## src/rtl/aopb_pkg.sv

```systemverilog
// ----------------------------------------------------------------------------
// aopb_pkg: shared types and constants of the ARGB-over-pixel blend.
// Holds the configuration codes, the packed 565 mask and the records that
// travel between the three pipeline stages.
// ----------------------------------------------------------------------------
package aopb_pkg;

    // Register indexes of the configuration port.
    localparam int unsigned CfgIndexWidth = 8;
    localparam logic [CfgIndexWidth-1:0] CFG_BACK_FORMAT = 8'd0;
    localparam logic [CfgIndexWidth-1:0] CFG_BLEND_MODE  = 8'd1;

    // Background format codes.
    localparam logic FMT_RGB565   = 1'b0;
    localparam logic FMT_ARGB8888 = 1'b1;

    // Blend mode codes.
    localparam logic MODE_BLEND   = 1'b0;
    localparam logic MODE_CONVERT = 1'b1;

    // Green in the upper half, red and blue in the lower half.
    localparam logic [31:0] PACK_MASK = 32'h07E0_F81F;

    // Configuration as seen by the datapath.
    typedef struct packed {
        logic back_format;
        logic blend_mode;
    } t_cfg;

    // Record after the first stage: operands ready for the multipliers.
    typedef struct packed {
        logic             fmt_8888;
        logic             skip;
        logic             copy_fore;
        logic [31:0]      fore;
        logic [15:0]      back16;
        logic [31:0]      pb;
        logic [31:0]      diff565;
        logic [5:0]       a5;
        logic [7:0]       back_alpha;
        logic [7:0]       alpha;
        logic [2:0][7:0]  bc;
        logic [2:0][8:0]  cdiff;
    } t_prep;

    // Record after the second stage: products ready for the final add.
    typedef struct packed {
        logic             fmt_8888;
        logic             skip;
        logic             copy_fore;
        logic [31:0]      fore;
        logic [15:0]      back16;
        logic [31:0]      pb;
        logic [31:0]      prod565;
        logic [7:0]       back_alpha;
        logic [2:0][7:0]  bc;
        logic [2:0][7:0]  cstep;
    } t_mult;

    // Final result record.
    typedef struct packed {
        logic [31:0] pixel;
        logic        write_enable;
    } t_result;

endpackage

```

## src/rtl/argb_over_pixel_blend.sv

```systemverilog
// ----------------------------------------------------------------------------
// argb_over_pixel_blend: alpha blend of an ARGB8888 pixel over a background.
// Three-stage pipeline: operand preparation, multiply, final add and select.
// ----------------------------------------------------------------------------
// The block accepts one foreground/background pixel pair per clock while
// o_stall is low and delivers the blended pixel from the merge stage's output
// register, in the background format selected by back_format (RGB565 in
// the low half, or ARGB8888), together with a write flag. There are three
// register stages, the multipliers sitting alone in the middle one; each
// stage holds its item under output stall and still fills while it is empty,
// so a stalled result does not stop items behind it from closing up.
// Configuration is written through the plain write port; the user must
// write it only while no item is in flight; the block does not enforce this.
module argb_over_pixel_blend (
    input  logic        i_clk,
    input  logic        i_rst_n,
    // Configuration write port.
    input  logic        i_cfg_wr_en,
    input  logic [aopb_pkg::CfgIndexWidth-1:0] i_cfg_index,
    input  logic [0:0]  i_cfg_data,
    // Input channel.
    input  logic        i_valid,
    output logic        o_stall,
    input  logic [31:0] i_fore_pixel,
    input  logic [31:0] i_back_pixel,
    // Output channel.
    output logic        o_valid,
    input  logic        i_stall,
    output logic [31:0] o_result_pixel,
    output logic        o_write_enable
);
    import aopb_pkg::*;

    t_cfg    r_cfg;
    logic    prep_ready;
    logic    prep_valid;
    t_prep   prep_data;
    logic    mult_ready;
    logic    mult_valid;
    t_mult   mult_data;
    logic    merge_ready;
    t_result result;

    // Configuration registers; unknown indexes are ignored.
    always_ff @(posedge i_clk) begin
        if (!i_rst_n) begin
            r_cfg.back_format <= FMT_RGB565;
            r_cfg.blend_mode  <= MODE_BLEND;
        end else if (i_cfg_wr_en) begin
            unique case (i_cfg_index)
                CFG_BACK_FORMAT: r_cfg.back_format <= i_cfg_data[0];
                CFG_BLEND_MODE:  r_cfg.blend_mode  <= i_cfg_data[0];
                default: ;
            endcase
        end
    end

    // Stage one: operand preparation.
    aopb_prep u_prep (
        .i_clk        (i_clk),
        .i_rst_n      (i_rst_n),
        .i_cfg        (r_cfg),
        .i_valid      (i_valid),
        .o_ready      (prep_ready),
        .i_fore_pixel (i_fore_pixel),
        .i_back_pixel (i_back_pixel),
        .o_valid      (prep_valid),
        .i_ready      (mult_ready),
        .o_data       (prep_data)
    );

    // Stage two: multipliers.
    aopb_mult u_mult (
        .i_clk   (i_clk),
        .i_rst_n (i_rst_n),
        .i_valid (prep_valid),
        .o_ready (mult_ready),
        .i_data  (prep_data),
        .o_valid (mult_valid),
        .i_ready (merge_ready),
        .o_data  (mult_data)
    );

    // Stage three: final add, selection and output register.
    aopb_merge u_merge (
        .i_clk   (i_clk),
        .i_rst_n (i_rst_n),
        .i_valid (mult_valid),
        .o_ready (merge_ready),
        .i_data  (mult_data),
        .o_valid (o_valid),
        .i_ready (!i_stall),
        .o_data  (result)
    );

    assign o_stall        = !prep_ready;
    assign o_result_pixel = result.pixel;
    assign o_write_enable = result.write_enable;

endmodule

```

## src/rtl/aopb_prep.sv

```systemverilog
// ----------------------------------------------------------------------------
// aopb_prep: first pipeline stage.
// Reduces the foreground to RGB565, packs both 565 colors, forms the
// differences and the alpha values, and decides the special cases.
// ----------------------------------------------------------------------------
module aopb_prep (
    input  logic                 i_clk,
    input  logic                 i_rst_n,
    input  aopb_pkg::t_cfg       i_cfg,
    input  logic                 i_valid,
    output logic                 o_ready,
    input  logic [31:0]          i_fore_pixel,
    input  logic [31:0]          i_back_pixel,
    output logic                 o_valid,
    input  logic                 i_ready,
    output aopb_pkg::t_prep      o_data
);
    import aopb_pkg::*;

    logic        r_valid;
    t_prep       r_data;
    t_prep       n_data;
    logic [15:0] fore16;
    logic [8:0]  alpha_inc;

    // Operand preparation.
    always_comb begin
        fore16    = {i_fore_pixel[23:19], i_fore_pixel[15:10], i_fore_pixel[7:3]};
        alpha_inc = {1'b0, i_fore_pixel[31:24]} + 9'd1;

        n_data.fmt_8888   = (i_cfg.back_format == FMT_ARGB8888);
        n_data.skip       = (i_cfg.back_format == FMT_RGB565)
                            && (i_cfg.blend_mode == MODE_CONVERT)
                            && (i_fore_pixel[31:24] == 8'd0);
        n_data.copy_fore  = (i_cfg.blend_mode == MODE_CONVERT)
                            || (i_back_pixel[31:24] == 8'd0);
        n_data.fore       = i_fore_pixel;
        n_data.back16     = i_back_pixel[15:0];
        n_data.pb         = {i_back_pixel[15:0], i_back_pixel[15:0]} & PACK_MASK;
        n_data.diff565    = ({fore16, fore16} & PACK_MASK) - n_data.pb;
        n_data.a5         = alpha_inc[8:3];
        n_data.back_alpha = i_back_pixel[31:24];
        n_data.alpha      = i_fore_pixel[31:24];
        for (int k = 0; k < 3; k++) begin
            n_data.bc[k]    = i_back_pixel[8*k +: 8];
            n_data.cdiff[k] = {1'b0, i_fore_pixel[8*k +: 8]}
                              - {1'b0, i_back_pixel[8*k +: 8]};
        end
    end

    // The stage takes a new item when it is empty or its item moves on.
    assign o_ready = !r_valid || i_ready;

    always_ff @(posedge i_clk) begin
        if (!i_rst_n) begin
            r_valid <= 1'b0;
        end else if (o_ready) begin
            r_valid <= i_valid;
        end
    end

    always_ff @(posedge i_clk) begin
        if (o_ready && i_valid) begin
            r_data <= n_data;
        end
    end

    assign o_valid = r_valid;
    assign o_data  = r_data;

endmodule

```

## src/rtl/aopb_mult.sv

```systemverilog
// ----------------------------------------------------------------------------
// aopb_mult: second pipeline stage.
// Scales the packed 565 difference by the 6-bit alpha and each 8888 channel
// difference by the 8-bit alpha.
// ----------------------------------------------------------------------------
module aopb_mult (
    input  logic                 i_clk,
    input  logic                 i_rst_n,
    input  logic                 i_valid,
    output logic                 o_ready,
    input  aopb_pkg::t_prep      i_data,
    output logic                 o_valid,
    input  logic                 i_ready,
    output aopb_pkg::t_mult      o_data
);
    import aopb_pkg::*;

    logic              r_valid;
    t_mult             r_data;
    t_mult             n_data;
    logic [31:0]       wide565;
    logic signed [17:0] cprod [3];

    // Products. The 565 product wraps at 32 bits; a channel product keeps only
    // its bits 15..8, a shift right by 8, and only these reach the result.
    always_comb begin
        wide565 = i_data.diff565 * {26'd0, i_data.a5};

        n_data.fmt_8888   = i_data.fmt_8888;
        n_data.skip       = i_data.skip;
        n_data.copy_fore  = i_data.copy_fore;
        n_data.fore       = i_data.fore;
        n_data.back16     = i_data.back16;
        n_data.pb         = i_data.pb;
        n_data.prod565    = wide565;
        n_data.back_alpha = i_data.back_alpha;
        n_data.bc         = i_data.bc;
        for (int k = 0; k < 3; k++) begin
            cprod[k]        = $signed({{9{i_data.cdiff[k][8]}}, i_data.cdiff[k]})
                              * $signed({10'd0, i_data.alpha});
            n_data.cstep[k] = cprod[k][15:8];
        end
    end

    assign o_ready = !r_valid || i_ready;

    always_ff @(posedge i_clk) begin
        if (!i_rst_n) begin
            r_valid <= 1'b0;
        end else if (o_ready) begin
            r_valid <= i_valid;
        end
    end

    always_ff @(posedge i_clk) begin
        if (o_ready && i_valid) begin
            r_data <= n_data;
        end
    end

    assign o_valid = r_valid;
    assign o_data  = r_data;

endmodule

```

## src/rtl/aopb_merge.sv

```systemverilog
// ----------------------------------------------------------------------------
// aopb_merge: third pipeline stage and output register.
// Adds the scaled differences back onto the background, folds the packed
// 565 word and selects the result for the active format and mode.
// ----------------------------------------------------------------------------
module aopb_merge (
    input  logic                 i_clk,
    input  logic                 i_rst_n,
    input  logic                 i_valid,
    output logic                 o_ready,
    input  aopb_pkg::t_mult      i_data,
    output logic                 o_valid,
    input  logic                 i_ready,
    output aopb_pkg::t_result    o_data
);
    import aopb_pkg::*;

    logic        r_valid;
    t_result     r_data;
    t_result     n_data;
    logic [31:0] mixed;
    logic [15:0] folded;
    logic [2:0][7:0] chan;

    // Final add and result selection.
    always_comb begin
        mixed  = ((i_data.prod565 >> 5) + i_data.pb) & PACK_MASK;
        folded = mixed[15:0] | mixed[31:16];
        for (int k = 0; k < 3; k++) begin
            chan[k] = i_data.bc[k] + i_data.cstep[k];
        end

        n_data.write_enable = 1'b1;
        if (!i_data.fmt_8888) begin
            if (i_data.skip) begin
                n_data.pixel        = {16'd0, i_data.back16};
                n_data.write_enable = 1'b0;
            end else begin
                n_data.pixel = {16'd0, folded};
            end
        end else if (i_data.copy_fore) begin
            n_data.pixel = i_data.fore;
        end else begin
            n_data.pixel = {i_data.back_alpha, chan[2], chan[1], chan[0]};
        end
    end

    assign o_ready = !r_valid || i_ready;

    always_ff @(posedge i_clk) begin
        if (!i_rst_n) begin
            r_valid <= 1'b0;
        end else if (o_ready) begin
            r_valid <= i_valid;
        end
    end

    always_ff @(posedge i_clk) begin
        if (o_ready && i_valid) begin
            r_data <= n_data;
        end
    end

    assign o_valid = r_valid;
    assign o_data  = r_data;

endmodule
```

## config.mk

```make
export PLATFORM = sky130hd
export DESIGN_NAME = argb_over_pixel_blend
export DESIGN_NICKNAME = d
export VERILOG_FILES = /design/src/rtl/aopb_pkg.sv /design/src/rtl/argb_over_pixel_blend.sv /design/src/rtl/aopb_prep.sv /design/src/rtl/aopb_mult.sv /design/src/rtl/aopb_merge.sv
export SDC_FILE = /design/constraint.sdc
export NUM_CORES = 1
export LEC_CHECK = 0
export ABC_AREA = 0
export BUFFER_PORTS_ARGS = -buffer_cell sky130_fd_sc_hd__buf_2
export CORE_MARGIN = 4
export CORE_UTILIZATION = 55
export DETAILED_ROUTE_END_ITERATION = 10
export MAX_ROUTING_LAYER = met4
export PLACE_DENSITY = 0.86
export SLEW_MARGIN = 20
export SYNTH_ARGS = -nofsm -noshare
export SYNTH_HDL_FRONTEND = slang
export SYNTH_HIERARCHICAL = 1
export SYNTH_SLANG_ARGS = --single-unit
```

## constraint.sdc

```tcl
create_clock -name i_clk -period 5.38 [get_ports i_clk]
set_input_delay 1.076 -clock i_clk [delete_from_list [all_inputs] [get_ports i_clk]]
set_output_delay 1.076 -clock i_clk [all_outputs]
set_load 0.005 [all_outputs]
```

==> impl_metrics.env, run 1 <==
export IMPL_routed_wl_um=63500
export IMPL_max_cap_violations=0
export IMPL_cp_end_kind="flip-flop"
export IMPL_p_leak_nw=13.3
export IMPL_drtIter0Drc=1581
export IMPL_finalSetupViolations=0
export IMPL_pre_cts_ws_ps=281
export IMPL_grtUsageTotal_pct=24.9
export IMPL_rsz0062_at_grt="false"
export IMPL_run_status="finished, final reports clean"
export IMPL_fin_worst_skew_ps=26.8
export IMPL_wl_per_cell_um=19.1
export IMPL_critPathSlowestCell="edfxtp_1"
export IMPL_crit_path_start_kind="flip-flop"
export IMPL_grt_max_degree=77
export IMPL_die_w_um=231
export IMPL_dp_hpwl_um=48200
export IMPL_crit_type="flip-flop to flip-flop"
export IMPL_gp_congestion=0.957
export IMPL_slew_headroom_pct=29.3
export IMPL_numClockSinks=325
export IMPL_hold_path_class="flip-flop to flip-flop"
export IMPL_path_clk_slew_ps=60
export IMPL_grt_pass1_vias=19600
export IMPL_cts_made_buffers=36
export IMPL_fin_ws_ps=292
export IMPL_die_h_um=231
export IMPL_crit_path_frequent_cell="fa_1"
export IMPL_fin_nets=3193
export IMPL_cts_root_buf="clkbuf_16"
export IMPL_max_freq_mhz=197
export IMPL_h_tree_depth=2
export IMPL_antenna_left=0
export IMPL_rows=81
export IMPL_io_buffers=112
export IMPL_start_util_pct=55.7
export IMPL_crit_arrival_ps=5400
export IMPL_max_stage_delay_ps=910
export IMPL_cp_required_ps=5690
export IMPL_ys_warn_count=6
export IMPL_cp_max_fo=26
export IMPL_first_pass_iters=6
export IMPL_die_area_um2=53300
export IMPL_drc=0
export IMPL_drive_gt1_share_pct=8.73
export IMPL_tns_ps=0
export IMPL_ir_worst_vdd_mv=0.317
export IMPL_synthToLayoutAreaGrowth_pct=8.17
export IMPL_final_hold_violation_count=0
export IMPL_cts_tree="built"
export IMPL_core_area_um2=49100
export IMPL_tightestPinTransition_ps=1060
export IMPL_netlist_area_um2=27300
export IMPL_clk_latency_ps=560
export IMPL_grt_overflow_total=0
export IMPL_antenna_found_initial=6
export IMPL_avgSynthCellArea_um2=10.7
export IMPL_min_period_over_period_pct=94.6
export IMPL_ios=113
export IMPL_cts_path_max_buffers=3
export IMPL_vias=18500
export IMPL_syn_inst=2558
export IMPL_vias_per_cell=5.56
export IMPL_grt_pass1_wl_um=102000
export IMPL_final_min_clock_period_ps=5090
export IMPL_crit_chain="and2_1, fa_1, inv_1, fa_1, fa_1, inv_1, ha_1, a211oi_2, o21ai_1, a31oi_2, nand2b_2, a31oi_2, or4b_1, a21oi_2, xnor2_1"
export IMPL_final_max_slew_viol_count=0
export IMPL_power_density_nw_per_um2=508
## cell usage in the layout, fill, tap and decap left out, types with 12 or more instances in the layout
cell type,n
a211oi_1,12
a21boi_0,13
a21o_1,31
a21oi_1,95
and2_1,252
buf_2,112
buf_4,19
clkbuf_16,36
edfxtp_1,320
fa_1,280
ha_1,202
inv_1,475
mux2i_1,17
nand2_1,203
nand2b_1,16
nand3_1,23
nor2_1,86
nor2b_1,28
nor3_1,21
o21a_1,18
o21ai_0,62
o21ai_1,13
xnor2_1,93
xor2_1,32
## sequential cells by signal (all words and copies together) (netlist names)
register,flops
r_cfg,2
u_merge/o_data,33
u_merge/o_valid,1
u_mult/o_data,161
u_mult/o_valid,1
u_prep/o_data,126
u_prep/o_valid,1
## worst paths after layout
path                           start            endpoint  slack [ps]  cells past startpoint
hold reg to reg   u_prep/o_data[161]  u_mult/o_data[144]         400                      0
setup / recovery   u_prep/o_data[68]   u_mult/o_data[83]         290                     15
setup reg to reg   u_prep/o_data[68]   u_mult/o_data[83]         290                     15
hold / removal    u_prep/o_data[161]  u_mult/o_data[144]         400                      0
## critical path: cells and delay by family, from the launching register on
kind | cells | cell delay, ps
XOR/XNOR | 1 | 70
buffers and inverters | 2 | 140
adder cells (fa/ha/maj) | 4 | 1770
AND/OR/NAND/NOR | 3 | 880
AO/OA/AOI/OAI | 5 | 1060
flip-flops | 1 | 910
## area by class of cell
class,count,area (um^2)
Tap cell,664,831
Clock inverter,25,303
Fill cell,3792,19500
Multi-Input combinational cell,1660,15300
Inverter,476,1790
Sequential cell,325,9710
Timing Repair Buffer,134,754
Clock buffer,39,912
Antenna cell,7,17.5
## metal layers
metal	share of wire [%]	GRT usage (%)	wire, um	vias up
met3	8.2	5.10	5190	143
met5	0	-	0	-
met1	41	31.7	25800	9206
met4	3.8	9.17	2390	0
li1	-	-	-	8423
met2	47	39.7	30100	757
## report_power, final
part	leakage [nW]	internal (mW)	switching, mW
Clock	0.596	1.53	1.04
Combinational	9.62	3.66	4.99
Sequential	3.09	3.56	0.258
Total	13.3	8.75	6.29
## what timing repair did
action | 4_1_cts | 5_1_grt
buffers inserted | 0 | 2
endpoints found under the hold margin | 0 | 0
setup endpoints to repair | 0 | 3
hold buffers | 0 | 0
gates resized for setup | 0 | 0
## stage by stage
stage | hold slack, ps | total power, mW | instance area, um^2 | utilization [%] | std cells
6_report | 397 | 15.0 | 29600 | 60.3 | 3330
5_1_grt | 400 | 16.4 | 29600 | 60.3 | 3328
4_1_cts | 392 | 15.0 | 29500 | 60.2 | 3321
3_5_place_dp | 405 | 12.3 | 28300 | 57.7 | 3257
3_3_place_gp | 401 | 11.8 | 28300 | 57.7 | 3257
2_1_floorplan | 400 | 10.3 | 27400 | - | 2568
Power figures use the tool's default switching activity.
==> run 2, diff against run 1 <==
Settings changed: CORE_ASPECT_RATIO set to 0.7, CORE_MARGIN 4 to 2.
==> run 2 against run 1 <==
Against the previous run: non-clock buffer count rose by 3; clock power down 6%; wire length rose by 1.9%; sequential power about the same; maximum frequency fell by 2.5%; clock skew is 0.67 ps lower.
==> impl_metrics.env, run 2 (same netlist as run 1, synthesis figures left out) <==
export IMPL_ios=113
export IMPL_ir_worst_vdd_mv=0.324
export IMPL_fin_nets=3194
export IMPL_numClockSinks=325
export IMPL_tightestPinTransition_ps=1040
export IMPL_crit_chain="nand2_1, fa_1, inv_1, fa_1, fa_1, inv_1, fa_1, inv_1, ha_1, and3_1, a21oi_1, o21ai_1, o41a_1, mux2i_1, nand4_1"
export IMPL_min_period_over_period_pct=97.0
export IMPL_die_h_um=191
export IMPL_first_pass_iters=8
export IMPL_multi_input_area_um2=15300
export IMPL_register_area_um2=9710
export IMPL_cts_tree="built"
export IMPL_clk_latency_ps=550
export IMPL_fillCellCount=3858
export IMPL_cp_depth=15
export IMPL_vias_per_cell=5.58
export IMPL_finalSetupViolations=0
export IMPL_r2r_cells=15
export IMPL_rsz0062_at_grt="false"
export IMPL_cts_resized=0
export IMPL_fin_cells=3327
export IMPL_routed_wl_um=64700
export IMPL_crit_path_frequent_cell="fa_1"
export IMPL_rows=68
export IMPL_final_min_clock_period_ps=5220
export IMPL_start_util_pct=55.6
export IMPL_crit_type="flip-flop to flip-flop"
export IMPL_cp_end_kind="flip-flop"
export IMPL_final_common_cell="inv_1"
export IMPL_io_buffers=112
export IMPL_tns_ps=0
export IMPL_p_total_mw=15.0
export IMPL_grt_pass1_vias=19500
export IMPL_grt_max_degree=83
export IMPL_hold_path_class="flip-flop to flip-flop"
export IMPL_gp_congestion=0.942
export IMPL_cts_root_buf="clkbuf_16"
export IMPL_place_inst=3262
export IMPL_die_area_um2=51500
export IMPL_p_leak_nw=13.3
export IMPL_timing_hold_ws_ps=411
export IMPL_largest_reg_flops=161
export IMPL_core_area_um2=49200
export IMPL_crit_buf_inv=3
export IMPL_slew_headroom_pct=30.4
export IMPL_synthToLayoutAreaGrowth_pct=7.91
export IMPL_drive_gt1_share_pct=8.69
export IMPL_drtIter0Drc=1922
export IMPL_grtUsageTotal_pct=26.6
export IMPL_whs_path_depth=0
export IMPL_grt_pass1_wl_um=104000
export IMPL_max_cap_violations=0
export IMPL_mostFrequentLayoutCells="inv_1, edfxtp_1, fa_1"
export IMPL_h_tree_depth=2
export IMPL_vias=18600
export IMPL_final_max_slew_viol_count=0
export IMPL_run_status="finished, final reports clean"
export IMPL_crit_path_start_kind="flip-flop"
export IMPL_antenna_found_initial=6
export IMPL_cpLargestDelayFamily="adder cells"
export IMPL_hold_buffers=0
export IMPL_grt_overflow_total=0
export IMPL_critPathSlowestCell="edfxtp_1"
export IMPL_final_area_um2=29500
export IMPL_max_freq_mhz=192
export IMPL_antenna_left=0
export IMPL_wl_per_cell_um=19.4
export IMPL_cp_max_fo=24
export IMPL_final_hold_violation_count=0
export IMPL_drc=0
export IMPL_die_w_um=271
export IMPL_cp_required_ps=5660
export IMPL_path_clk_slew_ps=60
export IMPL_cts_path_max_buffers=3
export IMPL_cts_setup_buffers=0
export IMPL_power_density_nw_per_um2=508
export IMPL_crit_arrival_ps=5500
export IMPL_dpl_cell_area_um2=28400
export IMPL_fin_worst_skew_ps=26.1
export IMPL_cts_made_buffers=34
export IMPL_max_stage_delay_ps=940
export IMPL_dp_hpwl_um=50400
-- run 2: changes by cell type in the layout (fill, tap and decap cells not counted), moves of 2 or more --
cell,delta
buf_4,+2
bufinv_16,-3
clkbuf_1,-2
clkinv_1,+3
clkinv_2,-2
diode_2,-4
inv_6,+2
-- run 2: final timing paths --
| check | startpoint | endpoint | slack, ps |
|---|---|---|---|
| max | u_prep/o_data[182] | u_mult/o_data[7] | 160 |
| min | u_prep/o_data[162] | u_mult/o_data[145] | 410 |
| max reg2reg | u_prep/o_data[182] | u_mult/o_data[7] | 160 |
| min reg2reg | u_prep/o_data[162] | u_mult/o_data[145] | 410 |
-- run 2: worst reg2reg max path, stage by stage, from the launching register on --
cell and delay (ps):
edfxtp_1 940, nand2_1 220, fa_1 590, inv_1 50
fa_1 470, fa_1 540, inv_1 60, fa_1 540
inv_1 40, ha_1 340, and3_1 210, a21oi_1 130
o21ai_1 150, o41a_1 420, mux2i_1 180, nand4_1 100
-- run 2: power breakdown --
| part | switching [mW] | leakage, nW | internal [mW] | total, mW |
|---|---|---|---|---|
| Combinational | 5.07 | 9.64 | 3.66 | 8.73 |
| Sequential | 0.277 | 3.09 | 3.57 | 3.84 |
| Clock | 1.06 | 0.554 | 1.36 | 2.41 |
| Total | 6.40 | 13.3 | 8.58 | 15.0 |
-- run 2: metrics by stage --
stage          utilization, %  setup slack, ps
6_report                 60.0              161
5_1_grt                  60.0             8.91
4_1_cts                  60.0              228
3_5_place_dp             57.7              223
3_3_place_gp             57.7              422
2_1_floorplan               -              525
-- run 2: layer usage --
layer / vias up / routed length (um) / track usage [%] / part of all wire, %
li1: 8414 / - / - / -
met1: 9126 / 27500 / 36.2 / 42
met2: 894 / 29300 / 41.1 / 45
met3: 121 / 6260 / 5.40 / 9.7
met4: 0 / 1630 / 6.67 / 2.5
met5: - / 0 / - / 0
-- run 2: final cells by class --
cell class / instances / area share (%)
Clock buffer: 36 / 2.98
Timing Repair Buffer: 137 / 2.68
Inverter: 476 / 6.06
Multi-Input combinational cell: 1660 / 51.7
Clock inverter: 25 / 0.810
Sequential cell: 325 / 32.9
Tap cell: 665 / 2.82
Antenna cell: 3 / 0.0254
